==> src/sv/xfv_pkg.sv <==
// Package for the XOR frame validator: shared types and fixed constants.
// Used by the register block, controller, datapath and top level.
package xfv_pkg;

    localparam logic [7:0] HEAD_MARK   = 8'hAA;
    localparam int         FRAME_EXTRA = 8;
    localparam logic [8:0] POS_MAX     = 9'd511;

    // Status codes of a result.
    localparam logic [2:0] ST_OK       = 3'd0;
    localparam logic [2:0] ST_HEADER   = 3'd1;
    localparam logic [2:0] ST_COMMAND  = 3'd2;
    localparam logic [2:0] ST_RANGE    = 3'd3;
    localparam logic [2:0] ST_LENGTH   = 3'd4;
    localparam logic [2:0] ST_CHECKSUM = 3'd5;

    // Register byte addresses on the configuration port.
    localparam int         ADDR_W         = 4;
    localparam logic [3:0] ADDR_WRITE_CODE = 4'h0;
    localparam logic [3:0] ADDR_READ_CODE  = 4'h4;
    localparam logic [3:0] ADDR_REPLY_CODE = 4'h8;

    typedef struct packed {
        logic [7:0] write_code;
        logic [7:0] read_code;
        logic [7:0] reply_code;
    } t_cfg;

    // Commands from the controller to the datapath.
    typedef struct packed {
        logic accept;   // an input request is taken this cycle
        logic rd;       // read the payload store at the current index
        logic advance;  // move on to the next payload byte
    } t_dp_cmd;

    // Status from the datapath to the controller.
    typedef struct packed {
        logic last;     // the result on show is the last one of the frame
    } t_dp_stat;

    typedef struct packed {
        logic [2:0]  status;
        logic [7:0]  command;
        logic [7:0]  start_offset;
        logic [7:0]  payload_length;
        logic [7:0]  payload_byte;
        logic [7:0]  payload_index;
        logic        byte_valid;
        logic [31:0] error_total;
        logic [31:0] good_total;
        logic        run_last;
    } t_result;

endpackage

==> src/sv/xfv_if.sv <==
// Stream interfaces of the XOR frame validator: received bytes in, results out.
// Each carries valid, ready and the payload; no dependencies.
interface xfv_in_if;
    logic       valid;
    logic       ready;
    logic [7:0] rx_byte;
    logic       frame_end;

    modport source (output valid, rx_byte, frame_end, input ready);
    modport sink   (input valid, rx_byte, frame_end, output ready);
endinterface

interface xfv_out_if;
    logic        valid;
    logic        ready;
    logic [2:0]  status;
    logic [7:0]  command;
    logic [7:0]  start_offset;
    logic [7:0]  payload_length;
    logic [7:0]  payload_byte;
    logic [7:0]  payload_index;
    logic        byte_valid;
    logic [31:0] error_total;
    logic [31:0] good_total;
    logic        run_last;

    modport source (output valid, status, command, start_offset, payload_length,
                    payload_byte, payload_index, byte_valid, error_total,
                    good_total, run_last, input ready);
    modport sink   (input valid, status, command, start_offset, payload_length,
                    payload_byte, payload_index, byte_valid, error_total,
                    good_total, run_last, output ready);
endinterface

==> src/sv/xfv_regs.sv <==
// Configuration registers of the XOR frame validator behind an APB-style port.
// Depends on xfv_pkg for the register addresses and the t_cfg type.
module xfv_regs (
    input  logic                       i_clk,
    input  logic                       i_rst_n,
    input  logic                       psel,
    input  logic                       penable,
    input  logic                       pwrite,
    input  logic [xfv_pkg::ADDR_W-1:0] paddr,
    input  logic [31:0]                pwdata,
    output logic [31:0]                prdata,
    output logic                       pready,
    output xfv_pkg::t_cfg              o_cfg
);
    import xfv_pkg::*;

    t_cfg r_cfg;
    logic w_wr;

    assign pready = 1'b1;
    assign w_wr   = psel && penable && pwrite;
    assign o_cfg  = r_cfg;

    always_ff @(posedge i_clk) begin
        if (!i_rst_n) begin
            r_cfg.write_code <= 8'd1;
            r_cfg.read_code  <= 8'd2;
            r_cfg.reply_code <= 8'd3;
        end else if (w_wr) begin
            unique case (paddr)
                ADDR_WRITE_CODE: r_cfg.write_code <= pwdata[7:0];
                ADDR_READ_CODE:  r_cfg.read_code  <= pwdata[7:0];
                ADDR_REPLY_CODE: r_cfg.reply_code <= pwdata[7:0];
                default: ;
            endcase
        end
    end

    always_comb begin
        unique case (paddr)
            ADDR_WRITE_CODE: prdata = {24'd0, r_cfg.write_code};
            ADDR_READ_CODE:  prdata = {24'd0, r_cfg.read_code};
            ADDR_REPLY_CODE: prdata = {24'd0, r_cfg.reply_code};
            default:         prdata = 32'd0;
        endcase
    end

endmodule

==> src/sv/xfv_ctrl.sv <==
// Controller of the XOR frame validator: receive, store read and result phases.
// Depends on xfv_pkg for the command and status structs.
module xfv_ctrl (
    input  logic              i_clk,
    input  logic              i_rst_n,
    input  logic              i_in_valid,
    input  logic              i_in_frame_end,
    output logic              o_in_ready,
    output logic              o_out_valid,
    input  logic              i_out_ready,
    input  xfv_pkg::t_dp_stat i_stat,
    output xfv_pkg::t_dp_cmd  o_cmd
);
    import xfv_pkg::*;

    typedef enum logic [2:0] {
        S_RX  = 3'b001,
        S_RD  = 3'b010,
        S_OUT = 3'b100
    } t_state;

    t_state r_state, n_state;

    assign o_in_ready    = (r_state == S_RX);
    assign o_out_valid   = (r_state == S_OUT);
    assign o_cmd.accept  = (r_state == S_RX) && i_in_valid;
    assign o_cmd.rd      = (r_state == S_RD);
    assign o_cmd.advance = (r_state == S_OUT) && i_out_ready && !i_stat.last;

    always_comb begin
        n_state = r_state;
        unique case (r_state)
            S_RX: begin
                if (i_in_valid && i_in_frame_end) n_state = S_RD;
            end
            S_RD: begin
                n_state = S_OUT;
            end
            S_OUT: begin
                if (i_out_ready) n_state = i_stat.last ? S_RX : S_RD;
            end
            default: n_state = S_RX;
        endcase
    end

    always_ff @(posedge i_clk) begin
        if (!i_rst_n) begin
            r_state <= S_RX;
        end else begin
            r_state <= n_state;
        end
    end

endmodule

==> src/sv/xfv_dp.sv <==
// Datapath of the XOR frame validator: frame checks, payload store, counters
// and result registers. Depends on xfv_pkg; driven by xfv_ctrl commands.
module xfv_dp #(
    parameter int TABLE_BYTES = 32
) (
    input  logic              i_clk,
    input  logic              i_rst_n,
    input  xfv_pkg::t_cfg     i_cfg,
    input  logic [7:0]        i_rx_byte,
    input  logic              i_frame_end,
    input  xfv_pkg::t_dp_cmd  i_cmd,
    output xfv_pkg::t_dp_stat o_stat,
    output xfv_pkg::t_result  o_result
);
    import xfv_pkg::*;

    localparam int AW = (TABLE_BYTES > 1) ? $clog2(TABLE_BYTES) : 1;
    localparam int IW = $clog2(TABLE_BYTES + 1);

    // Per-frame state and running counters.
    logic [8:0]  r_pos;
    logic [7:0]  r_xor;
    logic [2:0]  r_first_err;
    logic [7:0]  r_cmd_b, r_off_b, r_len_b;
    logic [31:0] r_err_cnt, r_good_cnt;

    // Result registers, loaded at the end of a frame.
    logic [2:0]    r_res_status;
    logic [7:0]    r_res_cmd, r_res_off, r_res_len;
    logic          r_pay_mode;
    logic [IW-1:0] r_n;
    logic [IW-1:0] r_idx;
    logic [7:0]    r_rd_data;

    logic [7:0] r_mem [TABLE_BYTES];

    logic [7:0] n_cmd_b, n_off_b, n_len_b;
    logic [2:0] w_pos_err, w_cnt_err, w_fe1, w_fe2, w_fe3, w_fe4;
    logic [9:0] w_count;
    logic [8:0] w_slot;
    logic       w_store, w_ok;

    always_comb begin
        n_cmd_b   = (r_pos == 9'd4) ? i_rx_byte : r_cmd_b;
        n_off_b   = (r_pos == 9'd5) ? i_rx_byte : r_off_b;
        n_len_b   = (r_pos == 9'd6) ? i_rx_byte : r_len_b;
        w_pos_err = ST_OK;
        if (r_pos < 9'd4) begin
            if (i_rx_byte != HEAD_MARK) w_pos_err = ST_HEADER;
        end else if (r_pos == 9'd4) begin
            if (i_rx_byte != i_cfg.write_code && i_rx_byte != i_cfg.read_code &&
                i_rx_byte != i_cfg.reply_code) w_pos_err = ST_COMMAND;
        end else if (r_pos == 9'd6) begin
            if ({1'b0, r_off_b} + {1'b0, i_rx_byte} > 9'(TABLE_BYTES))
                w_pos_err = ST_RANGE;
        end
        w_fe1 = (r_first_err != ST_OK) ? r_first_err : w_pos_err;

        // Checks that only the final byte can settle, each kept only if none failed before.
        w_count = {1'b0, r_pos} + 10'd1;
        if (w_count < 10'd4)      w_cnt_err = ST_HEADER;
        else if (w_count < 10'd5) w_cnt_err = ST_COMMAND;
        else if (w_count < 10'd7) w_cnt_err = ST_RANGE;
        else                      w_cnt_err = ST_OK;
        w_fe2 = (w_fe1 != ST_OK) ? w_fe1 : w_cnt_err;
        w_fe3 = w_fe2;
        if (w_fe2 == ST_OK && w_count != {2'b00, n_len_b} + 10'(FRAME_EXTRA))
            w_fe3 = ST_LENGTH;
        w_fe4 = w_fe3;
        if (w_fe3 == ST_OK && r_xor != i_rx_byte) w_fe4 = ST_CHECKSUM;
        w_ok = (w_fe4 == ST_OK);

        w_slot  = r_pos - 9'd7;
        w_store = (r_pos >= 9'd7) && (w_slot < {1'b0, r_len_b}) &&
                  (w_slot < 9'(TABLE_BYTES));
    end

    always_ff @(posedge i_clk) begin
        if (!i_rst_n) begin
            r_pos       <= 9'd0;
            r_xor       <= 8'd0;
            r_first_err <= ST_OK;
            r_cmd_b     <= 8'd0;
            r_off_b     <= 8'd0;
            r_len_b     <= 8'd0;
            r_err_cnt   <= 32'd0;
            r_good_cnt  <= 32'd0;
            r_pay_mode  <= 1'b0;
            r_idx       <= '0;
        end else if (i_cmd.accept) begin
            if (i_frame_end) begin
                r_pos       <= 9'd0;
                r_xor       <= 8'd0;
                r_first_err <= ST_OK;
                r_cmd_b     <= 8'd0;
                r_off_b     <= 8'd0;
                r_len_b     <= 8'd0;
                r_pay_mode  <= w_ok && (n_len_b != 8'd0);
                r_idx       <= '0;
                if (w_ok) r_good_cnt <= r_good_cnt + 32'd1;
                else      r_err_cnt  <= r_err_cnt + 32'd1;
            end else begin
                r_xor       <= r_xor ^ i_rx_byte;
                r_first_err <= w_fe1;
                r_cmd_b     <= n_cmd_b;
                r_off_b     <= n_off_b;
                r_len_b     <= n_len_b;
                if (r_pos < POS_MAX) r_pos <= r_pos + 9'd1;
            end
        end else if (i_cmd.advance) begin
            r_idx <= r_idx + IW'(1);
        end
    end

    always_ff @(posedge i_clk) begin
        if (i_cmd.accept && i_frame_end) begin
            r_res_status <= w_fe4;
            r_res_cmd    <= w_ok ? n_cmd_b : 8'd0;
            r_res_off    <= w_ok ? n_off_b : 8'd0;
            r_res_len    <= w_ok ? n_len_b : 8'd0;
            if ({1'b0, n_len_b} > 9'(TABLE_BYTES)) r_n <= IW'(TABLE_BYTES);
            else                                   r_n <= IW'(n_len_b);
        end
    end

    // Payload store: one write port from the receive side, one registered read port.
    always_ff @(posedge i_clk) begin
        if (i_cmd.accept && w_store) r_mem[w_slot[AW-1:0]] <= i_rx_byte;
        if (i_cmd.rd) r_rd_data <= r_mem[r_idx[AW-1:0]];
    end

    assign o_stat.last = !r_pay_mode || (IW'(r_idx + IW'(1)) == r_n);

    assign o_result.status         = r_res_status;
    assign o_result.command        = r_res_cmd;
    assign o_result.start_offset   = r_res_off;
    assign o_result.payload_length = r_res_len;
    assign o_result.payload_byte   = r_pay_mode ? r_rd_data : 8'd0;
    assign o_result.payload_index  = r_pay_mode ? 8'(r_idx) : 8'd0;
    assign o_result.byte_valid     = r_pay_mode;
    assign o_result.error_total    = r_err_cnt;
    assign o_result.good_total     = r_good_cnt;
    assign o_result.run_last       = o_stat.last;

endmodule

==> src/sv/xor_frame_validator_top.sv <==
// XOR frame validator top level. Bytes are taken while the controller receives.
// After the last byte the first result shows once the store read state is passed;
// each further payload result follows the taking of the previous one through a new
// store read state, for the registered read of the payload store. No byte is taken
// while results are pending. Synchronous active-low reset clears all frame state
// and counters at once, with no clearing pass, and sets the command codes to 1, 2, 3.
module xor_frame_validator_top #(
    parameter int TABLE_BYTES = 32
) (
    input  logic                       i_clk,
    input  logic                       i_rst_n,
    xfv_in_if.sink                     i_in,
    xfv_out_if.source                  o_out,
    input  logic                       psel,
    input  logic                       penable,
    input  logic                       pwrite,
    input  logic [xfv_pkg::ADDR_W-1:0] paddr,
    input  logic [31:0]                pwdata,
    output logic [31:0]                prdata,
    output logic                       pready
);
    import xfv_pkg::*;

    t_cfg     w_cfg;
    t_dp_cmd  w_cmd;
    t_dp_stat w_stat;
    t_result  w_res;

    xfv_regs u_regs (
        .i_clk   (i_clk),
        .i_rst_n (i_rst_n),
        .psel    (psel),
        .penable (penable),
        .pwrite  (pwrite),
        .paddr   (paddr),
        .pwdata  (pwdata),
        .prdata  (prdata),
        .pready  (pready),
        .o_cfg   (w_cfg)
    );

    xfv_ctrl u_ctrl (
        .i_clk          (i_clk),
        .i_rst_n        (i_rst_n),
        .i_in_valid     (i_in.valid),
        .i_in_frame_end (i_in.frame_end),
        .o_in_ready     (i_in.ready),
        .o_out_valid    (o_out.valid),
        .i_out_ready    (o_out.ready),
        .i_stat         (w_stat),
        .o_cmd          (w_cmd)
    );

    xfv_dp #(
        .TABLE_BYTES (TABLE_BYTES)
    ) u_dp (
        .i_clk       (i_clk),
        .i_rst_n     (i_rst_n),
        .i_cfg       (w_cfg),
        .i_rx_byte   (i_in.rx_byte),
        .i_frame_end (i_in.frame_end),
        .i_cmd       (w_cmd),
        .o_stat      (w_stat),
        .o_result    (w_res)
    );

    assign o_out.status         = w_res.status;
    assign o_out.command        = w_res.command;
    assign o_out.start_offset   = w_res.start_offset;
    assign o_out.payload_length = w_res.payload_length;
    assign o_out.payload_byte   = w_res.payload_byte;
    assign o_out.payload_index  = w_res.payload_index;
    assign o_out.byte_valid     = w_res.byte_valid;
    assign o_out.error_total    = w_res.error_total;
    assign o_out.good_total     = w_res.good_total;
    assign o_out.run_last       = w_res.run_last;

endmodule
==> src/flat_wrapper.sv <==
// flat-port wrapper written by rule: the top's interface ports become plain ports
module xor_frame_validator_top_flat import xfv_pkg::*;
#(
    parameter int TABLE_BYTES = 32
)
  (i_clk, i_rst_n, psel, penable, pwrite, paddr, pwdata, prdata, pready, i_in_valid, i_in_rx_byte, i_in_frame_end, i_in_ready, o_out_valid, o_out_status, o_out_command, o_out_start_offset, o_out_payload_length, o_out_payload_byte, o_out_payload_index, o_out_byte_valid, o_out_error_total, o_out_good_total, o_out_run_last, o_out_ready);
  xfv_in_if i_in_i ();
  xfv_out_if o_out_i ();
  input  logic i_clk;
  input  logic i_rst_n;
  input  logic psel;
  input  logic penable;
  input  logic pwrite;
  input  logic [xfv_pkg::ADDR_W-1:0] paddr;
  input  logic [31:0] pwdata;
  output logic [31:0] prdata;
  output logic pready;
  input wire logic [$bits(i_in_i.valid)-1:0] i_in_valid;
  input wire logic [$bits(i_in_i.rx_byte)-1:0] i_in_rx_byte;
  input wire logic [$bits(i_in_i.frame_end)-1:0] i_in_frame_end;
  output wire logic [$bits(i_in_i.ready)-1:0] i_in_ready;
  output wire logic [$bits(o_out_i.valid)-1:0] o_out_valid;
  output wire logic [$bits(o_out_i.status)-1:0] o_out_status;
  output wire logic [$bits(o_out_i.command)-1:0] o_out_command;
  output wire logic [$bits(o_out_i.start_offset)-1:0] o_out_start_offset;
  output wire logic [$bits(o_out_i.payload_length)-1:0] o_out_payload_length;
  output wire logic [$bits(o_out_i.payload_byte)-1:0] o_out_payload_byte;
  output wire logic [$bits(o_out_i.payload_index)-1:0] o_out_payload_index;
  output wire logic [$bits(o_out_i.byte_valid)-1:0] o_out_byte_valid;
  output wire logic [$bits(o_out_i.error_total)-1:0] o_out_error_total;
  output wire logic [$bits(o_out_i.good_total)-1:0] o_out_good_total;
  output wire logic [$bits(o_out_i.run_last)-1:0] o_out_run_last;
  input wire logic [$bits(o_out_i.ready)-1:0] o_out_ready;
  assign i_in_i.valid = i_in_valid;
  assign i_in_i.rx_byte = i_in_rx_byte;
  assign i_in_i.frame_end = i_in_frame_end;
  assign i_in_ready = i_in_i.ready;
  assign o_out_valid = o_out_i.valid;
  assign o_out_status = o_out_i.status;
  assign o_out_command = o_out_i.command;
  assign o_out_start_offset = o_out_i.start_offset;
  assign o_out_payload_length = o_out_i.payload_length;
  assign o_out_payload_byte = o_out_i.payload_byte;
  assign o_out_payload_index = o_out_i.payload_index;
  assign o_out_byte_valid = o_out_i.byte_valid;
  assign o_out_error_total = o_out_i.error_total;
  assign o_out_good_total = o_out_i.good_total;
  assign o_out_run_last = o_out_i.run_last;
  assign o_out_i.ready = o_out_ready;
  xor_frame_validator_top #(.TABLE_BYTES(TABLE_BYTES)) u_core (.i_clk(i_clk), .i_rst_n(i_rst_n), .i_in(i_in_i), .o_out(o_out_i), .psel(psel), .penable(penable), .pwrite(pwrite), .paddr(paddr), .pwdata(pwdata), .prdata(prdata), .pready(pready));
endmodule
==> config.mk <==
export PLATFORM = sky130hd
export DESIGN_NAME = xor_frame_validator_top_flat
export DESIGN_NICKNAME = d
export VERILOG_FILES = /design/src/sv/xfv_pkg.sv /design/src/sv/xfv_if.sv /design/src/sv/xfv_regs.sv /design/src/sv/xfv_ctrl.sv /design/src/sv/xfv_dp.sv /design/src/sv/xor_frame_validator_top.sv /design/src/flat_wrapper.sv
export SDC_FILE = /design/constraint.sdc
export NUM_CORES = 1
export LEC_CHECK = 0
export BUFFER_PORTS_ARGS = -buffer_cell sky130_fd_sc_hd__buf_2
export CAP_MARGIN = 40
export CORE_UTILIZATION = 45
export DETAILED_ROUTE_END_ITERATION = 12
export PLACE_DENSITY_LB_ADDON = 0.15
export REMOVE_ABC_BUFFERS = 1
export SLEW_MARGIN = 0
export SYNTH_ARGS = -nofsm -noshare
export SYNTH_HDL_FRONTEND = slang
export SYNTH_SLANG_ARGS = --single-unit
==> constraint.sdc <==
create_clock -name i_clk -period 4.95 [get_ports i_clk]
set_clock_uncertainty 0.2 [all_clocks]
set_input_delay 0.7425 -clock i_clk [delete_from_list [all_inputs] [get_ports i_clk]]
set_output_delay 0.7425 -clock i_clk [all_outputs]
set_load 0.05 [all_outputs]
---- Word-level counts from Yosys, hierarchy flattened ----
Memories as Yosys holds them, arrays and structs flattened. A register that Yosys moved wholly into a read port is not among the register bits.
Index checks and enable logic that the tools add are counted.
W data, S select, Z words.
storage, ports and cells
  memories kept ........................... 1
  output and inout bits ................... 144
  word-level logic and storage cells ...... 129
  register bits ........................... 175
  bits of input ports ..................... 52
  bits in writable memories ............... 256
memories
  memory             words  bits a word  read ports  clocked after memory_dff  wr ports  RTL line      RTL
  u_core.u_dp.r_mem  32     8            1           1                         1         xfv_dp.sv:35  logic [7:0] r_mem [TABLE_BYTES];
cells by class
  reductions and logical operators ........ 36
  bitwise gates (word level) .............. 2
  equality and inequality tests ........... 18
  $add $sub $neg .......................... 8
  magnitude comparators ................... 10
  multiplexer cells ....................... 35
operators with widths
  kind                     number
  $add A32 B1 Y32 const B  2
  $mux W8                  8
  $ne A8 B8 Y1             4
  $lt A10 B3 Y1 const B    3
  $eq A9 B3 Y1 const B     3
  $mux W3                  9
  $mux W6                  4
  $pmux W8 S3              1
  $mux W9                  2
  $logic_and A1 B1 Y1      15
  $mux W2                  7
  $reduce_and A2 Y1        7
  $add A9 B1 Y10 const B   1
  $ne A10 B9 Y1            1
  $add A8 B4 Y9 const B    1
  $add A8 B8 Y9            1
  $add A9 B1 Y9 const B    1
  $ge A9 B3 Y1 const B     1
  $gt A9 B6 Y1 const B     1
  $logic_not A3 Y1         3
  $lt A9 B3 Y1 const B     1
  $lt A9 B6 Y1 const B     1
  $lt A9 B8 Y1             1
  $lt A9 B9 Y1 const B     1
  23 further kinds         30

---- Longest topological paths before layout ----
  depth after elaboration ................. 18
  depth in mapped cells ................... 19

---- By module ----
From an unflattened synthesis, not the netlist that was laid out.
unflattened totals
  cells, all modules ...................... 1609
  area total of the unflattened synthesis .. 20268.2 um^2
by module, submodules not included
  module    seq. area each (um^2)  area an instance (um^2)  cells an instance  instances
  xfv_dp    11220.8                18769.3                  1451               1
  xfv_regs  480.5                  1321.3                   139                1
  xfv_ctrl  60.1                   177.7                    19                 1

---- Worst setup path after synthesis ----
Ideal clock, no wire load.
  path kind ............................... flip-flop to flip-flop
  start ................................... register u_core.u_ctrl.r_state[0]
  end ..................................... register u_core.u_dp.r_pos[2]
  stages on the path, launching flop included .. 9
  clock period less this slack ............ 4637 ps
  slack ................................... 313 ps
  arrival ................................. 4310 ps
  cells stage by stage .................... dfxtp_1 nor3b_1 nand3_1 inv_1 buf_1 nor2_1 o21bai_1 a21oi_1 nor2_1
on the way
  cells in the longest elaborated chain, start to end .. 3
RTL lines
  what                                RTL line            RTL
  from (decl)                         xfv_ctrl.sv:22      t_state r_state, n_state;
  from (signal assigned)              xfv_ctrl.sv:50      r_state <= n_state;
  $eq A3 B1 Y1                        -
  named net i_in_ready                flat_wrapper.sv:21  output wire logic [$bits(i_in_i.ready)-1:0] i_in_ready;
  $logic_and A1 B1 Y1                 xfv_ctrl.sv:26      assign o_cmd.accept = (r_state == S_RX) && i_in_valid;
  $reduce_and A2 Y1 (no source line)  -
  to (signal assigned)                xfv_dp.sv:108       if (r_pos < POS_MAX) r_pos <= r_pos + 9'd1;
  to (decl)                           xfv_dp.sv:21        logic [8:0] r_pos;
The timed path passes the listed nets, and every way through them passes these cells.
A chain may end at the register's enable or synchronous reset.

---- Final worst setup path ----
  start ................................... register u_core.u_dp.r_pos[6]
  end ..................................... register u_core.u_dp.r_good_cnt[24]
on the way
  elaborated cells between the ends (all ways) .. 27
  those cells by class .................... add/sub: 2; order compare: 4; eq/ne: 3; mux: 11; reduce/logical: 7
RTL lines
  what                                  RTL line       RTL
  $eq A9 B3 Y1 *                        xfv_dp.sv:46   n_len_b = (r_pos == 9'd6) ? i_rx_byte : r_len_b;
  $mux W8 *                             xfv_dp.sv:46
  named net u_core.u_dp.n_len_b[4]      xfv_dp.sv:37   logic [7:0] n_cmd_b, n_off_b, n_len_b;
  $add A8 B4 Y9 *                       xfv_dp.sv:67   if (w_fe2 == ST_OK && w_count != {2'b00, n_len_b} + 10'(FRAME_EXTRA))
  $ne A10 B9 Y1 *                       xfv_dp.sv:67
  $logic_and A1 B1 Y1 *                 xfv_dp.sv:67
  $mux W3 *                             xfv_dp.sv:67
  $logic_not A3 Y1                      xfv_dp.sv:70   if (w_fe3 == ST_OK && r_xor != i_rx_byte) w_fe4 = ST_CHECKSUM;
  $logic_and A1 B1 Y1                   xfv_dp.sv:70
  $mux W3 *                             xfv_dp.sv:70
  $logic_not A3 Y1 *                    xfv_dp.sv:71   w_ok = (w_fe4 == ST_OK);
  $reduce_and A3 Y1 (no source line) *  -
  to (signal assigned)                  xfv_dp.sv:100  if (w_ok) r_good_cnt <= r_good_cnt + 32'd1;
  to (decl)                             xfv_dp.sv:25   logic [31:0] r_err_cnt, r_good_cnt;
Mark *: on every way through the listed nets, which the timed path passes. The rest lies on a longest branch.

==> impl_results.md <==
* Vias per inst at approximately 5.6
* Antenna violations before repair at 2
* Die height at ~220 um
* Total power at around 8 mW
* Worst Hold Class: in -> reg
* Combinational share of power at between 6 and 7%
* Skew-Pair Late Insertion Delay at slightly above 600 ps
* Unrepaired setup endpoints after global routing: false
* Proportion of layout cells with a drive suffix above 1 at ~21%
* Port bufs at ~140
* Synth Area in Adders at 1.62%
* Non-Filler Instances at 2466
* End of the worst register-to-register path: u_core.u_dp.r_good_cnt[24]$_SDFFE_PN0P_
* Static leakage at 8.71 nW
* Grt total ovfl at 0
* Period utilisation layout at 92.3%
* Post-synth EDFFs at slightly below 300
* Setup-failing EPs final at 0
* R2r worst-path depth at 13
* Number of cells on the worst hold path at 3
* Final Max Slew Viols at 0
* Number of global-route vias before repair at between 10000 and 15000
* Sink Count at ~440
* Fillers at 3834
* Peak supply drop at about 0.27 mV
* Final HPWL DP at between 30 and 40 mm
* DR pass1 iterations at 6
* NetSw at around 1.9 mW
* GPL Wtd Cong at approximately 0.90
* Max-cap violation count at 0
* Critical Path RT at between 5000 and 6000 ps
* Worst path cell trace: or4_4 > nor2_1 > nor2_1 > a21oi_1 > inv_1 > ha_1 > o311ai_0 > o2111ai_1 > or4_4 > nor4_4 > buf_12 > and3_1 > mux2i_1
* Setup crit end kind: flop
* Total internal power at ~6.1 mW
* Compound-Gate Fraction of Synth Area at 6.83%
* Worst hold endpoint: u_core.u_regs.o_cfg[15]$_SDFFE_PN0P_
* Clock buffer depth at 3
* R2r setup slk at approximately 380 ps
* Top delay family on crit path: simple AND/OR/NAND/NOR gates
* FMAX at approximately 220 MHz
* Mux cell area share after synthesis at ~13%
* Clock power frac at 43.9%
* Post-CTS setup buffers at 0
* Boundary Pins at between 150 and 200
* Clock Pin Slew Worst Setup and Hold Paths at around 60 ps
* Status: finished, final reports clean
* Die area at 46400 um2
* Post-DRT Antenna Nets at 0
* Fin. Hold Viols at 0
* Row count at 77
* CP max FO at 87
* Hold-fix buffers, CTS at 0
* First-pass GRT wire length at roughly 80 mm
* Yosys warning total at 0
* Worst R2R Start: u_core.u_dp.r_pos[6]$_SDFFE_PN0P_
* Seq pwr share at roughly 50%
* Worst EP arrival at between 4000 and 5000 ps
* CTS root buf: clkbuf_16
* Tot GR Track Use at 22.3%
* Crit Path Class: reg -> reg
* 1st-iter DRT viols at about 1100
* Hold path start: pwdata[7]
* Xor/xnor cell area share of the yosys netlist at 2.55%
* Routed WL at ~52 mm
* Seq/Total Area, Yosys at between 50% and 60%
* Post-Place Cells at roughly 2400
* Avg Inst Size Synth at 12.4 um2
* Post-Synth Simple-Gate Area at 14.8%
* Tightest Pin Transition at ~800 ps
* Tmin final at approximately 4600 ps
* Worst path slowest cell: or4_4
* Post-Syn Instances at approximately 1700
* Initial Util at 45.9%
* FFs w/ async S/R, synth at 0%
* DRC errors left at 0
* Post-synth cell types at 69
* Core box area at 44600 um2
* Vias at approximately 14000
* Die X at 215 um
* Largest family of logic cells by synthesized area: simple AND/OR/NAND/NOR gates
* Netlist Area Pre-Place at 20500 um2
* CP max stage delay at 630 ps
* Buffer and inverter count on the worst path at 2
* Pin count of the biggest net entering global routing at around 90
* # nets final at between 1500 and 2000
* Avg WL per Cell at 20.9 um
* Pwr per Cell Area at ~340 nW/um2
* Number of synthesized register bits at about 440
* Cts bufs inserted at 49
* H-tree depth at 2
* Post-synth top flop: edfxtp_1
* Synth-to-layout area growth at 15.0%
* Startpoint class of the critical path: flop
* Sw Ratio at approximately a quarter
* Max-slew headroom at the worst pin at a little under half
* CTS tree: yes
==> worst max-delay path by stage <==
| stage | startpoint | to | slack (ps) | cells past startpoint |
|---|---|---|---|---|
| 2_1_floorplan | u_core.u_dp.r_pos[0]$_SDFFE_PN0P_ | u_core.u_dp.r_good_cnt[24]$_SDFFE_PN0P_ | -1540 | 13 |
| 3_3_place_gp | u_core.u_dp.r_pos[1]$_SDFFE_PN0P_ | u_core.u_dp.r_res_cmd[1]$_SDFFCE_PP0P_ | 400 | 15 |
| 3_5_place_dp | u_core.u_dp.r_pos[1]$_SDFFE_PN0P_ | u_core.u_dp.r_res_cmd[1]$_SDFFCE_PP0P_ | 390 | 15 |
| 4_1_cts | u_core.u_dp.r_pos[1]$_SDFFE_PN0P_ | u_core.u_dp.r_res_cmd[1]$_SDFFCE_PP0P_ | 310 | 15 |
| 5_1_grt | u_core.u_dp.r_pos[1]$_SDFFE_PN0P_ | u_core.u_dp.r_good_cnt[24]$_SDFFE_PN0P_ | 100 | 13 |
| 6_report | u_core.u_dp.r_pos[6]$_SDFFE_PN0P_ | u_core.u_dp.r_good_cnt[24]$_SDFFE_PN0P_ | 380 | 13 |
==> metal layers <==
metal	wire (um)	track usage, %	vias up	share of wire, %
met2	24500	35.7	409	47
li1	-	-	6525	-
met1	22800	30.9	6909	44
met3	3200	4.10	73	6.2
met4	1120	6.90	0	2.2
met5	0	0	-	0
==> flip-flops by register name, indices dropped and copies added, names as in the netlist, 9 cells and up <==
name                    flops
u_core.u_dp.r_err_cnt      32
u_core.u_dp.r_good_cnt     32
u_core.u_dp.r_mem         256
u_core.u_dp.r_pos           9
u_core.u_regs.o_cfg        24
==> cells in the mapped netlist (4+ instances only) <==
cell type,n,area share (%)
a211oi_1,4,0.15
a21o_1,6,0.22
a21oi_1,48,1.2
a222oi_1,8,0.39
a22oi_1,28,1.0
and2_1,26,0.79
and3_1,25,0.76
and4_1,8,0.34
buf_1,17,0.31
buf_2,5,0.12
buf_4,29,1.1
buf_6,13,0.71
clkbuf_1,60,1.1
dfxtp_1,142,14
edfxtp_1,297,44
ha_1,25,1.5
inv_1,38,0.70
mux2i_1,79,3.9
mux4_2,80,8.8
nand2_1,140,2.6
nand2b_1,43,1.3
nand3_1,46,1.1
nand3b_1,9,0.33
nand4_1,37,1.1
nor2_1,175,3.2
nor2b_1,8,0.24
nor3_1,22,0.54
nor3b_1,4,0.15
nor4_1,17,0.52
nor4b_1,5,0.21
o211ai_1,10,0.37
o21a_1,8,0.29
o21ai_0,31,0.76
o21ai_1,5,0.12
o311ai_0,11,0.47
o31ai_1,8,0.29
o41ai_1,10,0.43
or3_1,9,0.27
or4_1,17,0.62
xnor2_1,14,0.60
xor2_1,43,1.8
==> power by group through the flow <==
stage | Combinational [mW] | Sequential, mW | Clock, mW
detailed placement | 0.518 | 4.06 | 0
CTS | 0.520 | 3.99 | 3.60
finish | 0.522 | 3.99 | 3.53
global placement | 0.512 | 4.06 | 0
global route | 0.562 | 3.99 | 3.75
floorplan | 0.234 | 4.13 | 0
==> per-stage QoR <==
step	area [um2]	TNS [ps]	hold WS, ps	setup WS [ps]	utilization [%]
floorplan	19900	-94970	265	-1540	-
global placement	22000	0	254	402	49.3
detailed placement	22000	0	270	387	49.3
CTS	23600	0	173	311	52.8
global route	23600	0	206	97.9	52.8
finish	23600	0	211	382	52.8
==> cell type report <==
cell class / count / area, um2 / share of cell area (%)
multi-input combinational: 1079 / 8010 / 34.0
antenna: 1 / 2.50 / 0.0106
timing repair buffer: 224 / 1340 / 5.67
tap: 592 / 741 / 3.14
clock buffer: 71 / 1340 / 5.68
sequential: 439 / 11800 / 49.9
inverter: 39 / 146 / 0.621
clock inverter: 21 / 224 / 0.950
==> placed cells by master, fill, tap and decap left out, types with 6 or more instances in the layout <==
| cell | count |
|---|---|
| a22oi_1 | 28 |
| o211ai_1 | 10 |
| nand2_1 | 140 |
| inv_1 | 36 |
| or3_1 | 9 |
| xnor2_1 | 14 |
| o41ai_1 | 10 |
| clkbuf_1 | 19 |
| and4_1 | 8 |
| clkinv_1 | 9 |
| ha_1 | 25 |
| nand3b_1 | 9 |
| o311ai_0 | 11 |
| buf_4 | 80 |
| a21o_1 | 6 |
| nor4_1 | 17 |
| and3_1 | 25 |
| nor2_1 | 175 |
| nor3_1 | 22 |
| mux2i_1 | 79 |
| nand4_1 | 37 |
| xor2_1 | 43 |
| nand3_1 | 46 |
| clkbuf_16 | 49 |
| buf_2 | 143 |
| o21a_1 | 8 |
| a222oi_1 | 8 |
| o31ai_1 | 8 |
| or4_1 | 17 |
| a21oi_1 | 48 |
| edfxtp_1 | 297 |
| clkinv_2 | 7 |
| mux4_2 | 80 |
| dfxtp_1 | 140 |
| nor2b_1 | 8 |
| o21ai_0 | 31 |
| and2_1 | 26 |
| nand2b_1 | 43 |
| conb_1 | 27 |
==> worst min-delay path: cells and delay by family <==
family	cells	cell delay [ps]
AND/OR/NAND/NOR	1	70
buffers and inverters	1	100
multiplexers	1	70
==> kinds of logic (layout without fill, tap and decap cells) <==
| kind of cell | after synthesis | after routing |
|---|---|---|
| DFF | 439 | 439 |
| adders and majority gates | 26 | 26 |
| AOI/OAI and AO/OA | 204 | 204 |
| and+or+nand+nor | 604 | 604 |
| xor gates and xnor gates | 58 | 58 |
| other | 2 | 28 |
| muxes | 160 | 160 |
| buffers and inverters | 163 | 355 |
==> repair_timing <==
| action | CTS | global route |
|---|---|---|
| endpoints found under the setup margin | 0 | 9 |
| hold endpoints to repair | 0 | 0 |
| gates resized for setup | 0 | 2 |
No activity file was read; power rests on OpenSTA's default activity.
